--- src/xalu_pkg.sv ---
// xalu_pkg: shared types and operation codes for the x86 integer alu
// no dependencies
`timescale 1ns / 1ps

package xalu_pkg;

    typedef enum logic [3:0] {
        OP_ADD   = 4'd0,
        OP_SUB   = 4'd1,
        OP_CMP   = 4'd2,
        OP_INC   = 4'd3,
        OP_DEC   = 4'd4,
        OP_ADC   = 4'd5,
        OP_SBB   = 4'd6,
        OP_MUL   = 4'd7,
        OP_IMUL1 = 4'd8,
        OP_IMUL2 = 4'd9,
        OP_IMUL3 = 4'd10,
        OP_DIV   = 4'd11,
        OP_IDIV  = 4'd12
    } op_t;

    localparam logic [1:0] SIZE_BYTE = 2'd0;
    localparam logic [1:0] SIZE_WORD = 2'd1;

    // divider request and answer
    typedef struct packed {
        logic        start;
        logic [63:0] dividend;
        logic [31:0] divisor;
    } div_req_t;

    typedef struct packed {
        logic        done;
        logic [63:0] quotient;
        logic [31:0] remainder;
    } div_rsp_t;

endpackage

--- src/xalu_div.sv ---
// xalu_div: radix-2 restoring divider, 64 by 32 bits, one quotient bit per cycle
// depends on xalu_pkg
`timescale 1ns / 1ps

module xalu_div (
    input  logic              aclk,
    input  logic              aresetn,
    input  xalu_pkg::div_req_t req,
    output xalu_pkg::div_rsp_t rsp
);

    logic [63:0] quo_reg;
    logic [32:0] rem_reg;
    logic [31:0] dsr_reg;
    logic [6:0]  cnt_reg;
    logic        busy_reg;
    logic        done_reg;
    logic [32:0] trial;
    logic [33:0] diff;

    assign trial = {rem_reg[31:0], quo_reg[63]};
    assign diff  = {1'b0, trial} - {2'b00, dsr_reg};

    always_ff @(posedge aclk) begin
        if (!aresetn) begin
            busy_reg <= 1'b0;
            done_reg <= 1'b0;
            cnt_reg  <= '0;
        end else begin
            done_reg <= 1'b0;
            if (req.start) begin
                busy_reg <= 1'b1;
                cnt_reg  <= 7'd64;
                quo_reg  <= req.dividend;
                rem_reg  <= '0;
                dsr_reg  <= req.divisor;
            end else if (busy_reg) begin
                if (!diff[33]) begin
                    rem_reg <= diff[32:0];
                    quo_reg <= {quo_reg[62:0], 1'b1};
                end else begin
                    rem_reg <= trial;
                    quo_reg <= {quo_reg[62:0], 1'b0};
                end
                cnt_reg <= cnt_reg - 7'd1;
                if (cnt_reg == 7'd1) begin
                    busy_reg <= 1'b0;
                    done_reg <= 1'b1;
                end
            end
        end
    end

    assign rsp.done      = done_reg;
    assign rsp.quotient  = quo_reg;
    assign rsp.remainder = rem_reg[31:0];

endmodule

--- src/x86_integer_alu_with_flags.sv ---
// x86_integer_alu_with_flags: x86 add/sub/mul/div alu with cf/zf/sf/of
// depends on xalu_pkg and xalu_div
//
// channel  dir  fields
// s_       in   tdata: op, size_code, dest_value, src_value, imm_value, acc_low_in, acc_high_in
// m_       out  tdata: dest_result, dest_write, acc_low_out, acc_high_out, acc_write,
//                      carry_flag, zero_flag, sign_flag, overflow_flag, divide_error
//
// add/sub: result registered in the prepare step; multiply: product registered
// in ST_MUL (one 32x32 multiplier); divide: shared one-bit-per-cycle divider
// loop, then ST_DFIN packs the result. one transaction at a time; s_tready is low
// while busy and while a result waits on m_tready. reset clears the flags and control.
`timescale 1ns / 1ps

module x86_integer_alu_with_flags (
    input  logic         aclk,
    input  logic         aresetn,
    input  logic         s_tvalid,
    output logic         s_tready,
    // op[3:0], size_code[5:4], dest_value[37:6], src_value[69:38], imm_value[101:70],
    // acc_low_in[133:102], acc_high_in[165:134], zero fill to 168
    input  logic [167:0] s_tdata,
    output logic         m_tvalid,
    input  logic         m_tready,
    // dest_result[31:0], dest_write[32], acc_low_out[64:33], acc_high_out[96:65],
    // acc_write[97], carry_flag[98], zero_flag[99], sign_flag[100],
    // overflow_flag[101], divide_error[102], zero fill to 104
    output logic [103:0] m_tdata
);

    typedef enum logic [2:0] {
        ST_IDLE, ST_PREP, ST_MUL, ST_MULW, ST_DIV, ST_DFIN, ST_OUT
    } state_t;

    state_t state_reg;
    logic [3:0]  op_reg;
    logic [5:0]  n_reg;
    logic [31:0] d_reg, s_reg, imm_reg, eax_reg, edx_reg;
    logic [3:0]  flags_reg;
    logic [63:0] prod_reg;
    logic        nneg_reg, dneg_reg;
    logic [103:0] out_reg;

    xalu_pkg::div_req_t dreq;
    xalu_pkg::div_rsp_t drsp;

    xalu_div u_div (.aclk(aclk), .aresetn(aresetn), .req(dreq), .rsp(drsp));

    // width helpers
    logic [31:0] m, top;
    always_comb begin
        case (n_reg)
            6'd8:    begin m = 32'h0000_00ff; top = 32'h0000_0080; end
            6'd16:   begin m = 32'h0000_ffff; top = 32'h0000_8000; end
            default: begin m = 32'hffff_ffff; top = 32'h8000_0000; end
        endcase
    end

    function automatic logic [31:0] sx(input logic [31:0] v, input logic [5:0] n);
        logic [31:0] r;
        case (n)
            6'd8:    r = {{24{v[7]}}, v[7:0]};
            6'd16:   r = {{16{v[15]}}, v[15:0]};
            default: r = v;
        endcase
        return r;
    endfunction

    // add/sub path
    logic [32:0] addsub;
    logic [31:0] d_m, s_m, res_m;
    logic        cf_new, of_new, is_sub, cin;
    always_comb begin
        d_m    = d_reg & m;
        s_m    = s_reg & m;
        is_sub = (op_reg == xalu_pkg::OP_SUB) || (op_reg == xalu_pkg::OP_CMP) ||
                 (op_reg == xalu_pkg::OP_SBB) || (op_reg == xalu_pkg::OP_DEC);
        cin    = ((op_reg == xalu_pkg::OP_ADC) || (op_reg == xalu_pkg::OP_SBB))
                 ? flags_reg[0] : 1'b0;
        if ((op_reg == xalu_pkg::OP_INC) || (op_reg == xalu_pkg::OP_DEC))
            s_m = 32'd1 & m;
        if (is_sub)
            addsub = {1'b0, d_m} - {1'b0, s_m} - {32'd0, cin};
        else
            addsub = {1'b0, d_m} + {1'b0, s_m} + {32'd0, cin};
        res_m = addsub[31:0] & m;
        cf_new = ((addsub[31:0] & ~m) != 32'd0) || (n_reg == 6'd32 && addsub[32]);
        if (is_sub)
            of_new = (((d_m ^ s_m) & (d_m ^ res_m) & top) != 32'd0);
        else
            of_new = (((res_m ^ d_m) & (res_m ^ s_m) & top) != 32'd0);
    end

    // multiply operands
    logic        mul_signed;
    logic [31:0] ma, mb, ma_s, mb_s;
    logic signed [32:0] ma_x, mb_x;
    logic signed [65:0] prod_x;
    always_comb begin
        mul_signed = (op_reg != xalu_pkg::OP_MUL);
        case (op_reg)
            xalu_pkg::OP_MUL, xalu_pkg::OP_IMUL1: begin ma = eax_reg; mb = d_reg; end
            xalu_pkg::OP_IMUL2: begin ma = s_reg; mb = d_reg; end
            default: begin ma = s_reg; mb = imm_reg; end
        endcase
        ma_s = sx(ma, n_reg);
        mb_s = sx(mb, n_reg);
        ma_x = mul_signed ? {ma_s[31], ma_s} : {1'b0, ma & m};
        mb_x = mul_signed ? {mb_s[31], mb_s} : {1'b0, mb & m};
        prod_x = ma_x * mb_x;
    end

    // divide operands
    logic [63:0] dvd, dvd_abs;
    logic [31:0] dsr_abs;
    logic        nneg_c, dneg_c;
    always_comb begin
        case (n_reg)
            6'd8:    dvd = {48'd0, eax_reg[15:0]};
            6'd16:   dvd = {32'd0, edx_reg[15:0], eax_reg[15:0]};
            default: dvd = {edx_reg, eax_reg};
        endcase
        case (n_reg)
            6'd8:    nneg_c = dvd[15];
            6'd16:   nneg_c = dvd[31];
            default: nneg_c = dvd[63];
        endcase
        dneg_c = ((d_reg & top) != 32'd0);
        if (op_reg == xalu_pkg::OP_IDIV) begin
            case (n_reg)
                6'd8:    dvd_abs = nneg_c ? {48'd0, 16'd0 - dvd[15:0]} : dvd;
                6'd16:   dvd_abs = nneg_c ? {32'd0, 32'd0 - dvd[31:0]} : dvd;
                default: dvd_abs = nneg_c ? 64'd0 - dvd : dvd;
            endcase
            dsr_abs = dneg_c ? ((32'd0 - d_m) & m) : d_m;
        end else begin
            dvd_abs = dvd;
            dsr_abs = d_m;
        end
    end

    // divide finish
    logic        qneg, derr;
    logic [63:0] qlim;
    logic [31:0] q_out, r_out;
    always_comb begin
        qneg = nneg_reg ^ dneg_reg;
        if (op_reg == xalu_pkg::OP_IDIV)
            qlim = qneg ? {32'd0, top} : {32'd0, top - 32'd1};
        else
            qlim = {32'd0, m};
        derr  = (d_m == 32'd0) || (drsp.quotient > qlim);
        q_out = (op_reg == xalu_pkg::OP_IDIV && qneg)
                ? ((32'd0 - drsp.quotient[31:0]) & m) : drsp.quotient[31:0];
        r_out = (op_reg == xalu_pkg::OP_IDIV && nneg_reg)
                ? ((32'd0 - drsp.remainder) & m) : drsp.remainder;
    end

    function automatic logic [103:0] pack(
        input logic [31:0] dres, input logic dw, input logic [31:0] alo,
        input logic [31:0] ahi, input logic aw, input logic [3:0] f, input logic de);
        return {1'b0, de, f[3], f[2], f[1], f[0], aw, ahi, alo, dw, dres};
    endfunction

    assign dreq.start    = (state_reg == ST_PREP) &&
                           ((op_reg == xalu_pkg::OP_DIV) || (op_reg == xalu_pkg::OP_IDIV));
    assign dreq.dividend = dvd_abs;
    assign dreq.divisor  = dsr_abs;

    always_ff @(posedge aclk) begin
        if (!aresetn) begin
            state_reg <= ST_IDLE;
            flags_reg <= 4'd0;
        end else begin
            case (state_reg)
                ST_IDLE: begin
                    if (s_tvalid) begin
                        op_reg  <= s_tdata[3:0];
                        n_reg   <= (s_tdata[5:4] == xalu_pkg::SIZE_BYTE) ? 6'd8 :
                                   (s_tdata[5:4] == xalu_pkg::SIZE_WORD) ? 6'd16 : 6'd32;
                        d_reg   <= s_tdata[37:6];
                        s_reg   <= s_tdata[69:38];
                        imm_reg <= s_tdata[101:70];
                        eax_reg <= s_tdata[133:102];
                        edx_reg <= s_tdata[165:134];
                        state_reg <= ST_PREP;
                    end
                end
                ST_PREP: begin
                    case (op_reg)
                        xalu_pkg::OP_ADD, xalu_pkg::OP_SUB, xalu_pkg::OP_CMP,
                        xalu_pkg::OP_ADC, xalu_pkg::OP_SBB: begin
                            flags_reg <= {of_new, (res_m & top) != 32'd0,
                                          res_m == 32'd0, cf_new};
                            out_reg <= pack((op_reg == xalu_pkg::OP_CMP) ? 32'd0 : res_m,
                                            op_reg != xalu_pkg::OP_CMP, eax_reg, edx_reg,
                                            1'b0, {of_new, (res_m & top) != 32'd0,
                                                   res_m == 32'd0, cf_new}, 1'b0);
                            state_reg <= ST_OUT;
                        end
                        xalu_pkg::OP_INC, xalu_pkg::OP_DEC: begin
                            flags_reg <= {of_new, (res_m & top) != 32'd0,
                                          res_m == 32'd0, flags_reg[0]};
                            out_reg <= pack(res_m, 1'b1, eax_reg, edx_reg, 1'b0,
                                            {of_new, (res_m & top) != 32'd0,
                                             res_m == 32'd0, flags_reg[0]}, 1'b0);
                            state_reg <= ST_OUT;
                        end
                        xalu_pkg::OP_MUL, xalu_pkg::OP_IMUL1, xalu_pkg::OP_IMUL2,
                        xalu_pkg::OP_IMUL3: state_reg <= ST_MUL;
                        xalu_pkg::OP_DIV, xalu_pkg::OP_IDIV: begin
                            nneg_reg  <= (op_reg == xalu_pkg::OP_IDIV) && nneg_c;
                            dneg_reg  <= (op_reg == xalu_pkg::OP_IDIV) && dneg_c;
                            state_reg <= ST_DIV;
                        end
                        default: begin
                            out_reg <= pack(32'd0, 1'b0, eax_reg, edx_reg, 1'b0,
                                            flags_reg, 1'b0);
                            state_reg <= ST_OUT;
                        end
                    endcase
                end
                ST_MUL: begin
                    prod_reg  <= prod_x[63:0];
                    state_reg <= ST_MULW;
                end
                ST_MULW: begin
                    if (op_reg == xalu_pkg::OP_IMUL2 || op_reg == xalu_pkg::OP_IMUL3)
                        out_reg <= pack(prod_reg[31:0] & m, 1'b1, eax_reg, edx_reg, 1'b0,
                                        flags_reg, 1'b0);
                    else if (n_reg == 6'd8)
                        out_reg <= pack(32'd0, 1'b0, {eax_reg[31:16], prod_reg[15:0]},
                                        edx_reg, 1'b1, flags_reg, 1'b0);
                    else if (n_reg == 6'd16)
                        out_reg <= pack(32'd0, 1'b0, {eax_reg[31:16], prod_reg[15:0]},
                                        {edx_reg[31:16], prod_reg[31:16]}, 1'b1,
                                        flags_reg, 1'b0);
                    else
                        out_reg <= pack(32'd0, 1'b0, prod_reg[31:0], prod_reg[63:32],
                                        1'b1, flags_reg, 1'b0);
                    state_reg <= ST_OUT;
                end
                ST_DIV: begin
                    if (drsp.done) state_reg <= ST_DFIN;
                end
                ST_DFIN: begin
                    if (derr)
                        out_reg <= pack(32'd0, 1'b0, eax_reg, edx_reg, 1'b0,
                                        flags_reg, 1'b1);
                    else if (n_reg == 6'd8)
                        out_reg <= pack(32'd0, 1'b0,
                                        {eax_reg[31:16], r_out[7:0], q_out[7:0]},
                                        edx_reg, 1'b1, flags_reg, 1'b0);
                    else if (n_reg == 6'd16)
                        out_reg <= pack(32'd0, 1'b0, {eax_reg[31:16], q_out[15:0]},
                                        {edx_reg[31:16], r_out[15:0]}, 1'b1,
                                        flags_reg, 1'b0);
                    else
                        out_reg <= pack(32'd0, 1'b0, q_out, r_out, 1'b1, flags_reg, 1'b0);
                    state_reg <= ST_OUT;
                end
                ST_OUT: begin
                    if (m_tready) state_reg <= ST_IDLE;
                end
                default: state_reg <= ST_IDLE;
            endcase
        end
    end

    assign s_tready = (state_reg == ST_IDLE);
    assign m_tvalid = (state_reg == ST_OUT);
    assign m_tdata  = out_reg;

    // divide error never writes anything
    a_derr_nowrite: assert property (@(posedge aclk) disable iff (!aresetn)
        m_tvalid && m_tdata[102] |-> !m_tdata[97] && !m_tdata[32])
        else $error("divide error with a write");
    // divider only started from the prepare step
    a_div_start: assert property (@(posedge aclk) disable iff (!aresetn)
        dreq.start |=> state_reg == ST_DIV)
        else $error("divider start out of sequence");
    // flags only change while an operation is prepared
    a_flags_hold: assert property (@(posedge aclk) disable iff (!aresetn)
        $past(state_reg) != ST_PREP && $past(aresetn) |-> $stable(flags_reg))
        else $error("flags changed outside prepare step");
    // no new transaction while a result is pending
    a_one_at_time: assert property (@(posedge aclk) disable iff (!aresetn)
        m_tvalid |-> !s_tready)
        else $error("input ready while result pending");

endmodule
--- config.mk ---
export PLATFORM = sky130hd
export DESIGN_NAME = x86_integer_alu_with_flags
export DESIGN_NICKNAME = d
export VERILOG_FILES = /design/src/xalu_pkg.sv /design/src/xalu_div.sv /design/src/x86_integer_alu_with_flags.sv
export SDC_FILE = /design/constraint.sdc
export NUM_CORES = 2
export LEC_CHECK = 0
export ABC_CLOCK_PERIOD_IN_PS = 24100
export BUFFER_PORTS_ARGS = -buffer_cell sky130_fd_sc_hd__clkbuf_2
export CAP_MARGIN = 20
export CORE_UTILIZATION = 60
export CTS_CLUSTER_DIAMETER = 30
export DETAILED_ROUTE_END_ITERATION = 10
export PLACE_DENSITY_LB_ADDON = 0.1
export SYNTH_ARGS = -nofsm -noshare
export SYNTH_HDL_FRONTEND = slang
export SYNTH_SLANG_ARGS = --single-unit
export TNS_END_PERCENT = 50
--- constraint.sdc ---
create_clock -name aclk -period 24.1 [get_ports aclk]
set_input_delay 2.41 -clock aclk [delete_from_list [all_inputs] [get_ports aclk]]
set_output_delay 2.41 -clock aclk [all_outputs]
set_load 0.01 [all_outputs]
* Word-level counts from Yosys, hierarchy flattened *
Index checks and enable logic that the tools add are counted.

word-level totals
  flip-flop bits (word level) = 484
  output and inout bits = 106
  bits of input ports = 172
  logic and storage cells = 188

operators by class
  mux-type cells = 52
  equality and inequality tests = 29
  multiply operators = 1
  $lt $le $gt $ge = 1
  bitwise gates (word level) = 24
  add/subtract/negate cells = 13
  reduce and logical (&&, ||, !) cells = 47

operators by type and width
  cell                     number
  $pmux W104 S3            2
  $and A32 B32 Y32         16
  $mux W97                 4
  $mux W32                 12
  $mux W64                 6
  $pmux W32 S2             4
  $pmux W64 S2             2
  $reduce_bool A32 Y1      5
  $sub A1 B32 Y32 const A  4
  $mux W103                1
  $mux W33                 3
  $mux W98                 1
  $xor A32 B32 Y32         3
  $gt A64 B32 Y1           1
  $logic_not A32 Y1        2
  $mul A33 B33 Y64         1
  $sub A1 B64 Y64 const A  1
  $sub A33 B32 Y34         1
  $add A32 B32 Y33         1
  $add A33 B1 Y33          1
  $sub A32 B32 Y33         1
  $sub A33 B1 Y33          1
  $not A32 Y32             1
  $sub A32 B1 Y32 const B  1
  42 further kinds         92

* Logic depth before layout (Yosys ltp) *
  depth in word-level cells = 15
  depth in mapped cells = 43
  mapped depth without buffers = 36

* Modules after synthesis *
Synthesis repeated with hierarchy kept, for this count alone.

second synthesis, totals
  cell total of the unflattened synthesis = 7331
  area total of the unflattened synthesis = 68160.4 um^2

by module, submodules not included
  module                      cells an instance  area each (um^2)  sequential area each (um^2)  times used
  x86_integer_alu_with_flags  6745               60879.6           10229.8                      1
  xalu_div                    586                7280.7            4023.9                       1

* Worst setup path before layout *
No wires, ideal clock.

  kind = reg-to-reg
  start point = reg n_reg[4]
  end point = reg prod_reg[61] (data pin)
  data arrival time = 10.839 ns
  data required time = 23.842 ns
  cell stages (with the launch flop) = 43
  setup time = 0.258 ns
  slack = 13.004 ns
  period minus slack after synthesis = 11.096 ns
  path buffers = 10
  cell sequence = edfxtp_1 -> nor3b_2 -> inv_1 -> clkbuf_1 -> clkbuf_1 -> ha_1 -> clkbuf_1 -> clkbuf_1 -> clkbuf_1 -> clkbuf_1 -> clkbuf_1 -> clkbuf_1 -> clkbuf_1 -> nand2_1 -> nand2_1 -> clkbuf_1 -> nor2_1 -> fa_1 -> [... 7 more ...] -> fa_1 -> fa_1 -> fa_1 -> inv_1 -> fa_1 -> inv_1 -> ha_1 -> a21o_1 -> a21o_1 -> a2111oi_0 -> nor3_1 -> a221oi_1 -> o21ai_0 -> and4b_1 -> o22ai_1 -> o21ai_0 -> a21oi_1 -> xnor2_1

on the way
  longest elaborated chain between the ends = 5
  elaborated cells between the ends (all ways) = 10
  those cells by class = 1 x mul; 2 x eq/ne; 5 x mux; 2 x bitwise

ends and longest elaborated chain
  element                                       RTL line                                                              text
  from (decl)                                   x86_integer_alu_with_flags.sv:37                                      logic [5:0] n_reg;
  from (signal assigned)                        x86_integer_alu_with_flags.sv:179                                     n_reg <= (s_tdata[5:4] == xalu_pkg::SIZE_BYTE) ? 6'd8 :
  $eq A6 B5 Y1 or $eq A6 B4 Y1 (tied branches)  x86_integer_alu_with_flags.sv:52, x86_integer_alu_with_flags.sv:61
  $pmux W32 S2                                  x86_integer_alu_with_flags.sv:52                                      case (n_reg)
  $and A32 B32 Y32 (on tied branches)           x86_integer_alu_with_flags.sv:108, x86_integer_alu_with_flags.sv:109
  $mux W33 (on tied branches)                   x86_integer_alu_with_flags.sv:108, x86_integer_alu_with_flags.sv:109
  $mul A33 B33 Y64 *                            x86_integer_alu_with_flags.sv:110                                     prod_x = ma_x * mb_x;
  net prod_x[61]                                x86_integer_alu_with_flags.sv:98                                      logic signed [65:0] prod_x;
  to (signal assigned)                          x86_integer_alu_with_flags.sv:224                                     prod_reg <= prod_x[63:0];
  to (decl)                                     x86_integer_alu_with_flags.sv:40                                      logic [63:0] prod_reg;

Mark *: on every way through the listed nets, which the timed path passes. The rest lies on a longest branch.
A chain may end at the register's enable or synchronous reset.

* Final worst setup path *
  start point = reg n_reg[3]
  end point = reg prod_reg[61] (data pin)

Same word-level chain as after synthesis.

==> flow_summary.ini <==
[logic_synthesis]
netlist_instances = 7464
synthMuxAreaShare_pct = 0.937
yosys.area.top_type = fa_1
syn_area_um2 = 68300
yosysMostFrequentCell = inv_1
yosys.area.top_type_share_pct = 33.1
synth_edf_count = 464
ys_seq_area_share_pct = 20.9
ys_warn_count = 0
synth_common_cells = 1325 x inv_1, 1130 x fa_1, 1029 x nand2_1
synth_fa_ha_area_share_pct = 40.1
yosys-top-cells-area = fa_1 33%, edfxtp_1 20%, inv_1 7.3%
synth_flop_cell = edfxtp_1
synth_fp_nets = 9144
synth-async-reset-ratio_pct = 0
synth_top_family_by_area = adder cells
avgSynthCellArea_um2 = 9.15
ys_ff_latch = 480
yosys.area_share.simple_pct = 15.2
synth_xor_area_share_pct = 3.45
synth_compound_area_share_pct = 10.3
synth.distinct_cells = 95

[die]
coreArea_um2 = 113000
die_h_um = 339
start_util_pct = 60.6
top_level_ports = 278
rows = 123
dieArea_um2 = 115000
dieWidth_um = 339

[sta]
setup_viol = 0
fin_skew_ns = 0.0349
hold_violations = 0
setup-tns-final_ns = 0
rsz0062_at_grt = no
worstMarginPinSlew_ns = 1.25
fin_crit_sh_pct = 55.0
max-slew-margin-rel_pct = 16.8
maxSlewViolCount = 0
fin_crit_ns = 13.27
clock.fmax_mhz = 75.4

[global_routing]
grt_pass1_vias = 57231
track_usage_pct = 43.3
grt_pass1_wl_mm = 365
antenna_found_initial = 18
grt_max_degree = 71
overflow = 0

[routing]
drt_iter0_markers = 6375
vias = 57121
drtAntennaViolNets = 0
finalWirelength_mm = 248
drc = 0
dr.pass1.iters = 6
route.detailed.wl_per_inst_um = 26.9
viasPerCell = 6.19

[setup_path]
end_kind = flop
crit_family = adder cells
cp_slowest_stage_delay_ns = 0.89
crit_type = flop to flop
crit_top_cell = fa_1
crit_buf_inv = 9
worstPathMaxFanout = 60
required_ns = 24.50
critPathArrivalTime_ns = 13.67
cp_slowest_cell = o21a_1
crit_path_start_kind = flop

[clocking]
path_clk_slew_ns = 0.06
cts_setup_buffers = 0
root_buffer = clkbuf_16
clock_path_buffers = 3
cts.htree.levels = 3
cts_resized = 0
numCtsBuffers = 84
holdBufCountCts = 0
clock_latency_ns = 0.67
cts_sinks = 480
cts_tree = built

[final_layout]
largest_reg_flops = 103
syn_to_final_growth_pct = 9.61
postLayoutCellArea_um2 = 74800
nNetsFinal = 9331
drive_gt1_share_pct = 9.12
final_cells = 9225

[placement]
placed_cells = 9060
gp_congestion = 1.05
placed_area_um2 = 71800
dp_hpwl_mm = 194
io_buffers = 274

[hold_path]
hold_path_class = flop to flop

[run_status]
status = completed

[run]
cap_violations = 0
==> layout make-up <==
class	count	area, µm²
fillers	9316	37800
inverters	1325	4970
flip-flops and latches	480	14300
well taps	1500	1880
multi-input cells	5316	48100
clock inverters	69	820
clock buffers	88	2140
repair buffers	444	2670
diodes	3	7.51
==> metrics by stage <==
stage | worst slack, ns | util (%) | hold WS (ns)
after floorplan | 13.00 | - | 0.459
after global routing | 10.58 | 66.4 | 0.512
after CTS | 11.21 | 66.4 | 0.483
after global placement | 11.26 | 63.7 | 0.473
final | 10.83 | 66.4 | 0.486
after detailed placement | 11.22 | 63.7 | 0.479
==> cell usage in the layout, fill, tap and decap left out, types with 12 or more instances in the layout <==
| cell | count |
|---|---|
| nor2_1 | 755 |
| o22ai_1 | 20 |
| a21o_1 | 81 |
| o211ai_1 | 30 |
| buf_4 | 168 |
| clkbuf_2 | 274 |
| mux2i_1 | 52 |
| nand2_1 | 1028 |
| and3_1 | 37 |
| a31oi_1 | 39 |
| nor4_1 | 36 |
| nand3_1 | 91 |
| nand2b_1 | 48 |
| o21bai_1 | 18 |
| a21oi_1 | 310 |
| o21ai_2 | 17 |
| xnor2_1 | 184 |
| fa_1 | 1130 |
| nor2b_1 | 53 |
| clkbuf_16 | 85 |
| xor2_1 | 83 |
| inv_6 | 14 |
| clkinvlp_4 | 12 |
| a22oi_1 | 14 |
| nor3b_1 | 14 |
| edfxtp_1 | 464 |
| nand4_1 | 33 |
| o21ai_1 | 20 |
| dfxtp_1 | 16 |
| o31ai_1 | 47 |
| o21ai_0 | 227 |
| nor3_1 | 90 |
| o21a_1 | 38 |
| or3_1 | 32 |
| inv_1 | 1324 |
| ha_1 | 376 |
| and2_1 | 69 |
| a211oi_1 | 34 |
| a22o_1 | 30 |
| a221o_1 | 40 |
==> layer usage <==
| metal | wire length, µm | track usage [%] | vias to the layer above |
|---|---|---|---|
| met5 | 70 | 0 | - |
| met4 | 17800 | 24.8 | 10 |
| met3 | 33000 | 12.4 | 931 |
| met2 | 109000 | 66.5 | 3894 |
| met1 | 88500 | 55.2 | 28017 |
| li1 | - | - | 24269 |
==> cell families after synthesis <==
kind of cell | after synthesis
buffers and inverters | 1668
AOI/OAI and AO/OA | 1096
adders and majority gates | 1508
DFF | 480
xor gates and xnor gates | 268
and+or+nand+nor | 2380
other | 1
muxes | 63
==> worst min-delay path: stages (launching register included) <==
cell       delay [ns]
dfxtp_1          0.30
nand2b_1         0.05
a2111oi_0        0.08
==> final timing paths <==
kind,from,to,slack [ns],cells after the start
worst max-delay path,n_reg[3],prod_reg[61],10.83,34
worst min-delay path,u_div.done_reg,state_reg[0],0.49,2
worst max register to register,n_reg[3],prod_reg[61],10.83,34
worst min register to register,u_div.done_reg,state_reg[0],0.49,2
Power is left out: the tool's default activity adds up to more than one toggle a clock period on the data nets, which glitch-free logic cannot reach.
